===== src/elf_table_layout_checker_core_assert.svh =====
// Assertion macros shared by the table layout checker modules.
`ifndef ELF_TABLE_LAYOUT_CHECKER_CORE_ASSERT_SVH
`define ELF_TABLE_LAYOUT_CHECKER_CORE_ASSERT_SVH
// Clocked implication checked outside of reset.
`define ETLC_ASSERT_IMP(label, clk, rst_n, ante, cons) \
    label: assert property (@(posedge clk) disable iff (!rst_n) (ante) |-> (cons)) \
        else $error("assertion failed");
// Clocked implication, consequent checked in the next cycle.
`define ETLC_ASSERT_NEXT(label, clk, rst_n, ante, cons) \
    label: assert property (@(posedge clk) disable iff (!rst_n) (ante) |=> (cons)) \
        else $error("assertion failed");
`endif


===== src/etlc_pkg.sv =====
// Shared types and constants of the ELF64 table layout checker.
package etlc_pkg;
    localparam logic [63:0] EHDR_SIZE    = 64'd64;
    localparam logic [31:0] SEG_LOADABLE = 32'd1;

    localparam logic [3:0] ERR_OK         = 4'd0;
    localparam logic [3:0] ERR_SMALL      = 4'd1;
    localparam logic [3:0] ERR_PH_SIZE    = 4'd2;
    localparam logic [3:0] ERR_PH_RANGE   = 4'd3;
    localparam logic [3:0] ERR_CONGRUENCE = 4'd4;
    localparam logic [3:0] ERR_SH_SIZE    = 4'd5;
    localparam logic [3:0] ERR_SH_ZERO    = 4'd6;
    localparam logic [3:0] ERR_SH_ALIGN   = 4'd7;
    localparam logic [3:0] ERR_SH_RANGE   = 4'd8;

    localparam int QDEPTH = 2;

    // Classified work handed from the front end to the back end.
    typedef struct packed {
        logic        emit_now;   // header verdict known, emit directly
        logic        is_header;  // header; starts a check unless emit_now
        logic [3:0]  code;
        logic [15:0] count;
        logic [63:0] off;
        logic [63:0] vaddr;
        logic [63:0] align;
        logic        check_mod;  // loadable entry with alignment above one
    } work_t;

    // True when a table of count*esize bytes at off does not fit in size.
    function automatic logic table_outside(input logic [63:0] size, input logic [63:0] off,
                                           input logic [15:0] count,
                                           input logic [15:0] esize);
        logic [31:0] bytes;
        begin
            bytes = count * esize;
            table_outside = (off > size) || ({32'd0, bytes} > (size - off));
        end
    endfunction
endpackage


===== src/etlc_front.sv =====
// Front end: accepts items, classifies headers and entries, feeds the queue.
`include "elf_table_layout_checker_core_assert.svh"
module etlc_front (
    input  logic                 clk,
    input  logic                 rst_n,
    input  logic                 in_valid,
    output logic                 in_ready,
    input  logic                 kind,
    input  logic [63:0]          file_size,
    input  logic [15:0]          ph_count,
    input  logic [15:0]          ph_entry_size,
    input  logic [63:0]          ph_offset,
    input  logic [15:0]          sh_count,
    input  logic [15:0]          sh_entry_size,
    input  logic [63:0]          sh_offset,
    input  logic [31:0]          seg_type,
    input  logic [63:0]          seg_file_offset,
    input  logic [63:0]          seg_vaddr,
    input  logic [63:0]          seg_align,
    output logic                 q_valid,
    input  logic                 q_pop,
    output etlc_pkg::work_t      q_head
);
    etlc_pkg::work_t q_reg [etlc_pkg::QDEPTH];
    logic [1:0] cnt_reg, cnt_next;
    logic       rd_reg, wr_reg;
    etlc_pkg::work_t w;
    logic [3:0] sv;
    logic push;

    always_comb
    begin
        sv = etlc_pkg::ERR_OK;
        if (sh_count != 16'd0)
        begin
            if (sh_entry_size == 16'd0)
                sv = etlc_pkg::ERR_SH_SIZE;
            else if (sh_offset == 64'd0)
                sv = etlc_pkg::ERR_SH_ZERO;
            else if (sh_offset[2:0] != 3'd0)
                sv = etlc_pkg::ERR_SH_ALIGN;
            else if (etlc_pkg::table_outside(file_size, sh_offset, sh_count, sh_entry_size))
                sv = etlc_pkg::ERR_SH_RANGE;
        end
        w = '0;
        w.count = ph_count;
        w.off   = seg_file_offset;
        w.vaddr = seg_vaddr;
        w.align = seg_align;
        w.check_mod = (seg_type == etlc_pkg::SEG_LOADABLE) && (seg_align > 64'd1);
        if (!kind)
        begin
            w.is_header = 1'b1;
            w.code = sv;
            w.emit_now = 1'b1;
            if (file_size < etlc_pkg::EHDR_SIZE)
                w.code = etlc_pkg::ERR_SMALL;
            else if (ph_count == 16'd0)
                w.code = sv;
            else if (ph_entry_size == 16'd0)
                w.code = etlc_pkg::ERR_PH_SIZE;
            else if (etlc_pkg::table_outside(file_size, ph_offset, ph_count, ph_entry_size))
                w.code = etlc_pkg::ERR_PH_RANGE;
            else
                w.emit_now = 1'b0;
        end
    end

    assign in_ready = (cnt_reg != 2'd2);
    assign push = in_valid && in_ready;
    assign q_valid = (cnt_reg != 2'd0);
    assign q_head = q_reg[rd_reg];
    always_comb
    begin
        cnt_next = cnt_reg + {1'b0, push} - {1'b0, q_pop};
    end

    always_ff @(posedge clk or negedge rst_n)
    begin
        if (!rst_n)
        begin
            cnt_reg <= 2'd0;
            rd_reg <= 1'b0;
            wr_reg <= 1'b0;
        end
        else
        begin
            cnt_reg <= cnt_next;
            if (push)
                wr_reg <= ~wr_reg;
            if (q_pop)
                rd_reg <= ~rd_reg;
        end
    end

    always_ff @(posedge clk)
    begin
        if (push)
            q_reg[wr_reg] <= w;
    end

    `ETLC_ASSERT_IMP(a_no_overflow, clk, rst_n, cnt_reg == 2'd2, !push)
    `ETLC_ASSERT_IMP(a_no_underflow, clk, rst_n, cnt_reg == 2'd0, !q_pop)
    `ETLC_ASSERT_NEXT(a_cnt_track, clk, rst_n, push && !q_pop && cnt_reg == 2'd0,
                      cnt_reg == 2'd1)
endmodule


===== src/etlc_back.sv =====
// Back end: entry sequencing, shared remainder unit and result register.
`include "elf_table_layout_checker_core_assert.svh"
module etlc_back (
    input  logic                 clk,
    input  logic                 rst_n,
    input  logic                 q_valid,
    output logic                 q_pop,
    input  etlc_pkg::work_t      q_head,
    output logic                 out_valid,
    input  logic                 out_ready,
    output logic [3:0]           error_code,
    output logic [15:0]          failing_entry
);
    localparam logic [1:0] ST_IDLE = 2'd0;
    localparam logic [1:0] ST_DIV  = 2'd1;
    localparam logic [1:0] ST_CMP  = 2'd2;

    logic [1:0]  st_reg, st_next;
    logic        chk_reg;
    logic [15:0] left_reg, idx_reg;
    logic [3:0]  psv_reg;
    logic [63:0] na_reg, nb_reg, d_reg;
    logic [64:0] ra_reg, rb_reg;
    logic [6:0]  bit_reg;
    logic        ov_reg;
    logic [3:0]  oc_reg;
    logic [15:0] oi_reg;
    logic        can_emit;
    logic        same;
    logic        fire;
    logic [64:0] ta, tb;

    assign out_valid = ov_reg;
    assign error_code = oc_reg;
    assign failing_entry = oi_reg;
    assign can_emit = !ov_reg || out_ready;
    assign same = (ra_reg == rb_reg);
    // Headers and trivial entries retire in IDLE; a congruence test holds the head
    // until its compare step.
    assign q_pop = ((st_reg == ST_IDLE) && q_valid && can_emit &&
                    (q_head.is_header || !chk_reg || !q_head.check_mod)) ||
                   ((st_reg == ST_CMP) && can_emit);
    assign fire = (q_pop && q_head.is_header && q_head.emit_now) ||
                  (q_pop && !q_head.is_header && chk_reg && (st_reg == ST_IDLE || same) &&
                   left_reg == 16'd1) ||
                  ((st_reg == ST_CMP) && can_emit && !same);
    assign ta = {ra_reg[63:0], na_reg[63]};
    assign tb = {rb_reg[63:0], nb_reg[63]};

    always_comb
    begin
        st_next = st_reg;
        unique case (st_reg)
            ST_IDLE:
                if (q_valid && can_emit && !q_head.is_header && chk_reg && q_head.check_mod)
                    st_next = ST_DIV;
            ST_DIV:
                if (bit_reg == 7'd63)
                    st_next = ST_CMP;
            ST_CMP:
                if (can_emit)
                    st_next = ST_IDLE;
            default:
                st_next = ST_IDLE;
        endcase
    end

    always_ff @(posedge clk or negedge rst_n)
    begin
        if (!rst_n)
        begin
            st_reg <= ST_IDLE;
            chk_reg <= 1'b0;
            left_reg <= 16'd0;
            idx_reg <= 16'd0;
            psv_reg <= 4'd0;
            ov_reg <= 1'b0;
            bit_reg <= 7'd0;
        end
        else
        begin
            st_reg <= st_next;
            if (fire)
                ov_reg <= 1'b1;
            else if (out_ready)
                ov_reg <= 1'b0;
            if (q_pop && q_head.is_header)
            begin
                idx_reg <= 16'd0;
                left_reg <= q_head.count;
                psv_reg <= q_head.code;
                chk_reg <= !q_head.emit_now;
            end
            else if (q_pop && chk_reg && (st_reg == ST_IDLE || same))
            begin
                idx_reg <= idx_reg + 16'd1;
                left_reg <= left_reg - 16'd1;
                if (left_reg == 16'd1)
                    chk_reg <= 1'b0;
            end
            else if (st_reg == ST_CMP && can_emit)
                chk_reg <= 1'b0;
            if (st_reg == ST_IDLE)
                bit_reg <= 7'd0;
            else if (st_reg == ST_DIV)
                bit_reg <= bit_reg + 7'd1;
        end
    end

    // One restoring step per cycle on both dividends against a shared divisor.
    always_ff @(posedge clk)
    begin
        if (st_reg == ST_IDLE)
        begin
            na_reg <= q_head.off;
            nb_reg <= q_head.vaddr;
            d_reg <= q_head.align;
            ra_reg <= '0;
            rb_reg <= '0;
        end
        else if (st_reg == ST_DIV)
        begin
            na_reg <= {na_reg[62:0], 1'b0};
            nb_reg <= {nb_reg[62:0], 1'b0};
            ra_reg <= (ta >= {1'b0, d_reg}) ? ta - {1'b0, d_reg} : ta;
            rb_reg <= (tb >= {1'b0, d_reg}) ? tb - {1'b0, d_reg} : tb;
        end
        if (q_pop && q_head.is_header && q_head.emit_now)
        begin
            oc_reg <= q_head.code;
            oi_reg <= 16'd0;
        end
        else if (st_reg == ST_CMP && can_emit)
        begin
            oc_reg <= same ? psv_reg : etlc_pkg::ERR_CONGRUENCE;
            oi_reg <= same ? 16'd0 : idx_reg;
        end
        else if (q_pop && chk_reg && left_reg == 16'd1)
        begin
            oc_reg <= psv_reg;
            oi_reg <= 16'd0;
        end
    end

    `ETLC_ASSERT_IMP(a_div_needs_check, clk, rst_n, st_reg != ST_IDLE, chk_reg)
    `ETLC_ASSERT_IMP(a_no_pop_busy, clk, rst_n, st_reg == ST_DIV, !q_pop)
    `ETLC_ASSERT_NEXT(a_out_hold, clk, rst_n, ov_reg && !out_ready, ov_reg)
endmodule


===== src/elf_table_layout_checker_core.sv =====
// Top level of the ELF64 table layout checker.
// Input channel (in_valid/in_ready) takes header items (kind 0) and program
// header entry items (kind 1); output channel (out_valid/out_ready) gives one
// verdict per checked image: error_code and failing_entry.
// A header is classified in the front end as it is accepted; when it needs no
// entries its verdict goes via the queue to the output register.
// Each loadable entry with alignment above one is loaded in IDLE, then the
// restoring divider forms both remainders one bit a cycle, and CMP compares
// them. Other entries retire directly from IDLE.
// A two-entry queue sits between the front end and the back end, so input
// is taken while the divider works or while a verdict waits.
// If the receiver stalls, the verdict is held in the output register and the
// back end stops popping; the queue then fills and in_ready drops.
// Reset clears the queue, any check in progress and the output valid.
// Entries with no check in progress are accepted and produce nothing.
module elf_table_layout_checker_core (
    input  logic        clk,
    input  logic        rst_n,
    input  logic        in_valid,
    output logic        in_ready,
    input  logic        kind,
    input  logic [63:0] file_size,
    input  logic [15:0] ph_count,
    input  logic [15:0] ph_entry_size,
    input  logic [63:0] ph_offset,
    input  logic [15:0] sh_count,
    input  logic [15:0] sh_entry_size,
    input  logic [63:0] sh_offset,
    input  logic [31:0] seg_type,
    input  logic [63:0] seg_file_offset,
    input  logic [63:0] seg_vaddr,
    input  logic [63:0] seg_align,
    output logic        out_valid,
    input  logic        out_ready,
    output logic [3:0]  error_code,
    output logic [15:0] failing_entry
);
    logic            q_valid, q_pop;
    etlc_pkg::work_t q_head;

    etlc_front u_front (
        .clk(clk), .rst_n(rst_n), .in_valid(in_valid), .in_ready(in_ready),
        .kind(kind), .file_size(file_size), .ph_count(ph_count),
        .ph_entry_size(ph_entry_size), .ph_offset(ph_offset), .sh_count(sh_count),
        .sh_entry_size(sh_entry_size), .sh_offset(sh_offset), .seg_type(seg_type),
        .seg_file_offset(seg_file_offset), .seg_vaddr(seg_vaddr),
        .seg_align(seg_align), .q_valid(q_valid), .q_pop(q_pop), .q_head(q_head)
    );

    etlc_back u_back (
        .clk(clk), .rst_n(rst_n), .q_valid(q_valid), .q_pop(q_pop), .q_head(q_head),
        .out_valid(out_valid), .out_ready(out_ready), .error_code(error_code),
        .failing_entry(failing_entry)
    );
endmodule

===== config.mk =====
export PLATFORM = sky130hd
export DESIGN_NAME = elf_table_layout_checker_core
export DESIGN_NICKNAME = d
export VERILOG_FILES = /design/src/etlc_pkg.sv /design/src/etlc_front.sv /design/src/etlc_back.sv /design/src/elf_table_layout_checker_core.sv
export VERILOG_INCLUDE_DIRS = /design/src /design/src/src
export SDC_FILE = /design/constraint.sdc
export NUM_CORES = 2
export LEC_CHECK = 0
export BUFFER_PORTS_ARGS = -buffer_cell sky130_fd_sc_hd__buf_4
export CORE_ASPECT_RATIO = 1.25
export CORE_MARGIN = 2
export CORE_UTILIZATION = 50
export CTS_CLUSTER_SIZE = 20
export DETAILED_ROUTE_END_ITERATION = 12
export PLACE_DENSITY = 0.74
export SLEW_MARGIN = 0
export SYNTH_ARGS = -nofsm -noshare
export SYNTH_HDL_FRONTEND = slang
export SYNTH_SLANG_ARGS = --single-unit

===== constraint.sdc =====
create_clock -name clk -period 9.74 [get_ports clk]
set_clock_uncertainty 0.1 [all_clocks]
set_input_delay 1.461 -clock clk [delete_from_list [all_inputs] [get_ports clk]]
set_output_delay 1.461 -clock clk [all_outputs]
set_load 0.02 [all_outputs]

## Yosys cells after proc, flatten, opt, wreduce, memory -nomap -nowiden

Memory sizes are Yosys's and may differ from the RTL's.
Index checks and enable logic that the tools add are counted.

- Bitwise gates (word level): 2
- Mux-type cells: 45
- $add $sub $neg: 9
- Magnitude comparators: 8
- Multipliers: 2
- Reduce and logical (&&, ||, !) cells: 51
- Equal/unequal tests: 11

Operators by type and width:

| operator | number |
|---|---|
| $mux 64 | 4 |
| $ge 65x64->1 | 2 |
| $mux 65 | 2 |
| $sub 65x64->65 | 2 |
| $gt 32x64->1 | 2 |
| $gt 64x64->1 | 2 |
| $sub 64x64->64 | 2 |
| $mux 16 | 7 |
| $eq 65x65->1 | 1 |
| $gt 64x1->1 const B | 1 |
| $logic_not 64->1 | 1 |
| $lt 64x7->1 const B | 1 |
| $mul 16x16->32 | 2 |
| $mux 4 | 13 |
| $logic_not 16->1 | 3 |
| $eq 32x1->1 const B | 1 |
| $logic_and 1x1->1 | 20 |
| $add 16x1->16 const B | 1 |
| $eq 16x1->1 const B | 1 |
| $reduce_bool 16->1 | 1 |
| $sub 16x1->16 const B | 1 |
| $mux 7 | 2 |
| $mux 1 | 12 |
| $reduce_bool 2->1 | 5 |
| other kinds (19) | 39 |

- Register bits after elaboration: 393
- Bits of input ports: 485
- Memories: 1
- Memory bits (writable): 430

Memories:

| name | depth | width | rd ports | clocked after Yosys merged registers in | wr ports | RTL line | text |
|---|---|---|---|---|---|---|---|
| u_front.q_reg | 2 | 215 | 1 | 0 | 1 | etlc_front.sv:24 | `etlc_pkg::work_t q_reg [etlc_pkg::QDEPTH];` |

## Logic depth before layout (Yosys ltp)

- Depth after elaboration: 13
- Mapped depth: 44

## Cells and area by module

From an unflattened synthesis, not the netlist that was laid out.

- Cells, all modules: 6820
- Area total of the unflattened synthesis: 67531.0 um2

By module, submodules not included:

| module | instances | seq. area each (um2) | area an instance (um2) | cells an instance |
|---|---|---|---|---|
| etlc_front | 1 | 13012.5 | 43111.3 | 4259 |
| etlc_back | 1 | 9984.6 | 24419.7 | 2561 |

## Worst setup path before layout

No wires, ideal clock.

- Path type: input to register
- Start point: input in_valid
- End point: memory u_front.q_reg[0][0] (netlist bit), enable pin
- Arrival: 10466 ps
- Cell stages on the path: 2
- Path slack: -1620 ps
- Library setup time: 794 ps
- Cells stage by stage: nand2_1 -> nor2_1

- Cells in the longest elaborated chain, start to end: 3

RTL lines:

| item | RTL line | text |
|---|---|---|
| from (decl) | elf_table_layout_checker_core.sv:19 | `input logic in_valid,` |
| $logic_and 1x1->1 | etlc_front.sv:70 | `assign push = in_valid && in_ready;` |
| $mux 1 | etlc_front.sv:98 | `if (push)` |
| $mux 1 (implied by the code) | etlc_front.sv:99 | `q_reg[wr_reg] <= w;` |
| to (decl) | etlc_front.sv:24 |  |

Every way passes these cells.

==> results_dict.tcl <==
set metrics [dict create \
    grt_pass1_vias 53700 \
    grtUsageTotal 0.292 \
    synth.area.mux_share 0.0409 \
    status "completed" \
    synth-compound-area-share 0.138 \
    cpMaxStageDelayCell "fa_1" \
    cts_tree "built" \
    finalWeightedCongestion 0.993 \
    drt_first_pass_iters 8 \
    yosysWarnings 0 \
    h-tree-depth 3 \
    synth_edf_count 626 \
    synth_simple_gate_area_frac 0.139 \
    avgSynthCellArea_sq_um 9.64 \
    hpwl_um 156000 \
    timing.fmax_mhz 104 \
    die_w_um 328 \
    cp_top_family "adder cells" \
    placed_area_sq_um 72400 \
    yosysSeqAreaShare 0.352 \
    largest_reg_flops 430 \
    cpMostUsedCell "fa_1" \
    path_buf_inv 6 \
    drive_gt1_frac 0.160 \
    period_needed_ns 9.62 \
    finalHoldViolations 0 \
    clockBufferDepth 3 \
    io_pins 507 \
    ant_nets 0 \
    ys_ff_latch 823 \
    rows 148 \
    crit_fanout 12 \
    start_util 0.503 \
    syn2layout_area_growth_pct 16.7 \
    cp_slowest_stage_delay_ns 0.54 \
    synthFlopType "edfxtp_1" \
    synth_xor_xnor_area_share 0.0473 \
    critPathKind "in -> reg" \
    finalNetCount 8793 \
    first_iter_violations 4341 \
    postCtsHoldBufs 0 \
    antenna_found_initial 19 \
    wl_per_cell_um 21.6 \
    rsz0062_at_grt "true" \
    setup_viol 0 \
    worst_pin_slew_ns 1.20 \
    maxCapViolCount 0 \
    core-area_sq_um 130000 \
    drt-vias-per-instance 5.80 \
    cp.arrival_ns 9.91 \
    die_area_sq_um 134000 \
    netlist_area_sq_um 65400 \
    grt_pass1_wl_um 306000 \
    synth_top_family_by_area "adder cells" \
    async_flop_share 0.0620 \
    num_vias 53200 \
    die_h_um 408 \
    drc 0 \
    post_synth_inst_count 6783 \
    clkSinkCount 823 \
    gr-total-overflow 0 \
    synth_fp_nets 8194 \
    ir_drop_uv 609 \
    clk_pin_slew_ns 0.06 \
    slew_headroom 0.192 \
    drv_slew 0 \
    post-route-period-util 0.987 \
    cts_root_buf "clkbuf_16" \
    crit_path_end_kind "flop" \
    startpoint_type "input pin" \
    fin_area_sq_um 76400 \
    wl_um 198000 \
    cp.required_ns 10.03 \
    p_leak_nw 34.1 \
    insertion_delay_ns 0.65 \
    tns_ns 0 \
    power_density_nw_per_um2 330 \
    numCtsBuffers 81 \
    hp-class "reg -> reg" \
    synthAdderAreaFrac 0.222 \
    grt_max_degree 142 \
    utilization 0.587 \
    port_buffers 506 \
    synth_cell_types 92 \
]
[stage by stage]
step | power [W] | cells | setup slack [ns] | hold slack [ns]
floorplan | 0.0155 | 6783 | -0.172 | 0.346
global placement | 0.0198 | 8987 | -0.770 | 0.358
detailed placement | 0.0203 | 8987 | -0.935 | 0.396
CTS | 0.0241 | 9154 | 0.000647 | 0.408
global route | 0.0272 | 9177 | -0.251 | 0.433
finish | 0.0252 | 9180 | 0.124 | 0.406
[layout make-up]
cell class / count / area, sq um
antenna: 10 / 25.0
clock buffer: 100 / 2130
clock inverter: 46 / 576
fill: 11000 / 53600
inverter: 755 / 2850
multi-input combinational: 4910 / 39200
sequential: 823 / 23000
tap: 1725 / 2160
timing repair buffer: 811 / 6400
[cell usage in the layout (no fill, tap or decap), types with 42 or more instances in the layout]
cell type	instances
fa_1	378
a22o_1	45
a21o_1	156
a21oi_1	520
inv_1	732
dfrtp_1	49
nand2_1	664
mux2i_1	193
nor3_1	83
edfxtp_1	626
nand4_1	111
ha_1	513
nor4_1	93
mux2_2	66
dfxtp_1	146
o21bai_1	50
and2_1	213
o21a_1	42
xnor2_1	202
xor2_1	149
nand3_1	121
clkbuf_16	82
buf_4	762
o21ai_0	310
nor2_1	387
[report_power, final]
part / leakage [nW] / switching, W / internal, W
combinational: 25.0 / 0.00907 / 0.00760
sequential: 7.75 / 0.000372 / 0.00491
clock: 1.31 / 0.00135 / 0.00186
total: 34.1 / 0.0108 / 0.0144
[what timing repair did]
item	in CTS	in global routing
pin swaps	57	130
endpoints found under the setup margin	10	10
resized for setup	39	191
buffers inserted	21	17
[synth_stat cells, drive strengths merged, types with 28 or more instances]
cell type    n  area share
o21a        42      0.0048
a31oi       35      0.0033
or3         31      0.0030
nor2b       32      0.0031
dfrtp       51       0.020
o211ai      28      0.0032
and3        33      0.0032
fa         392        0.12
dfxtp      146       0.045
a22o        45      0.0060
nand2b      40      0.0038
edfxtp     626        0.29
a21oi      543       0.042
a211oi      42      0.0048
nor3        84      0.0064
nor2       392       0.022
xnor2      204       0.027
o21ai      328       0.025
inv        754       0.043
ha         534        0.10
nand3      123      0.0094
a21o       158       0.018
mux2        66       0.011
clkbuf     252       0.014
nand2      684       0.039
mux2i      193       0.030
xor2       149       0.020
and2       228       0.022
nand4      111       0.011
o21bai      51      0.0059
nor4       101      0.0097
buf         43      0.0034
[worst paths after layout]
kind,from,slack (ns),to,cells past startpoint
max in group asynchronous,rst_n,8.24,u_back.st_reg[1],1
min reg2reg,u_front.cnt_reg[1],0.41,u_front.cnt_reg[1],1
min,u_front.cnt_reg[1],0.41,u_front.cnt_reg[1],1
max,ph_entry_size[4],0.12,u_front.q_reg[1][211],41
min in group asynchronous,rst_n,0.76,u_back.idx_reg[5],1
max reg2reg,u_back.d_reg[1],3.38,u_back.ra_reg[38],17
[routing by layer]
layer,part of all wire,up-vias,global-route usage
met5,0.00070,-,0
met2,0.47,1832,0.474
li1,-,24800,-
met3,0.070,435,0.0524
met4,0.046,20,0.119
met1,0.42,26100,0.386
[kinds of logic (layout without fill, tap and decap cells)]
logic type | count (synthesis) | after routing
other cells | 0 | 10
xor+xnor | 353 | 353
compound gates | 1463 | 1463
flops | 823 | 823
mux | 259 | 259
simple gates | 1909 | 1909
fa+ha+maj | 926 | 926
buf+inv | 1050 | 1712
No activity file was read; power rests on OpenSTA's default activity.
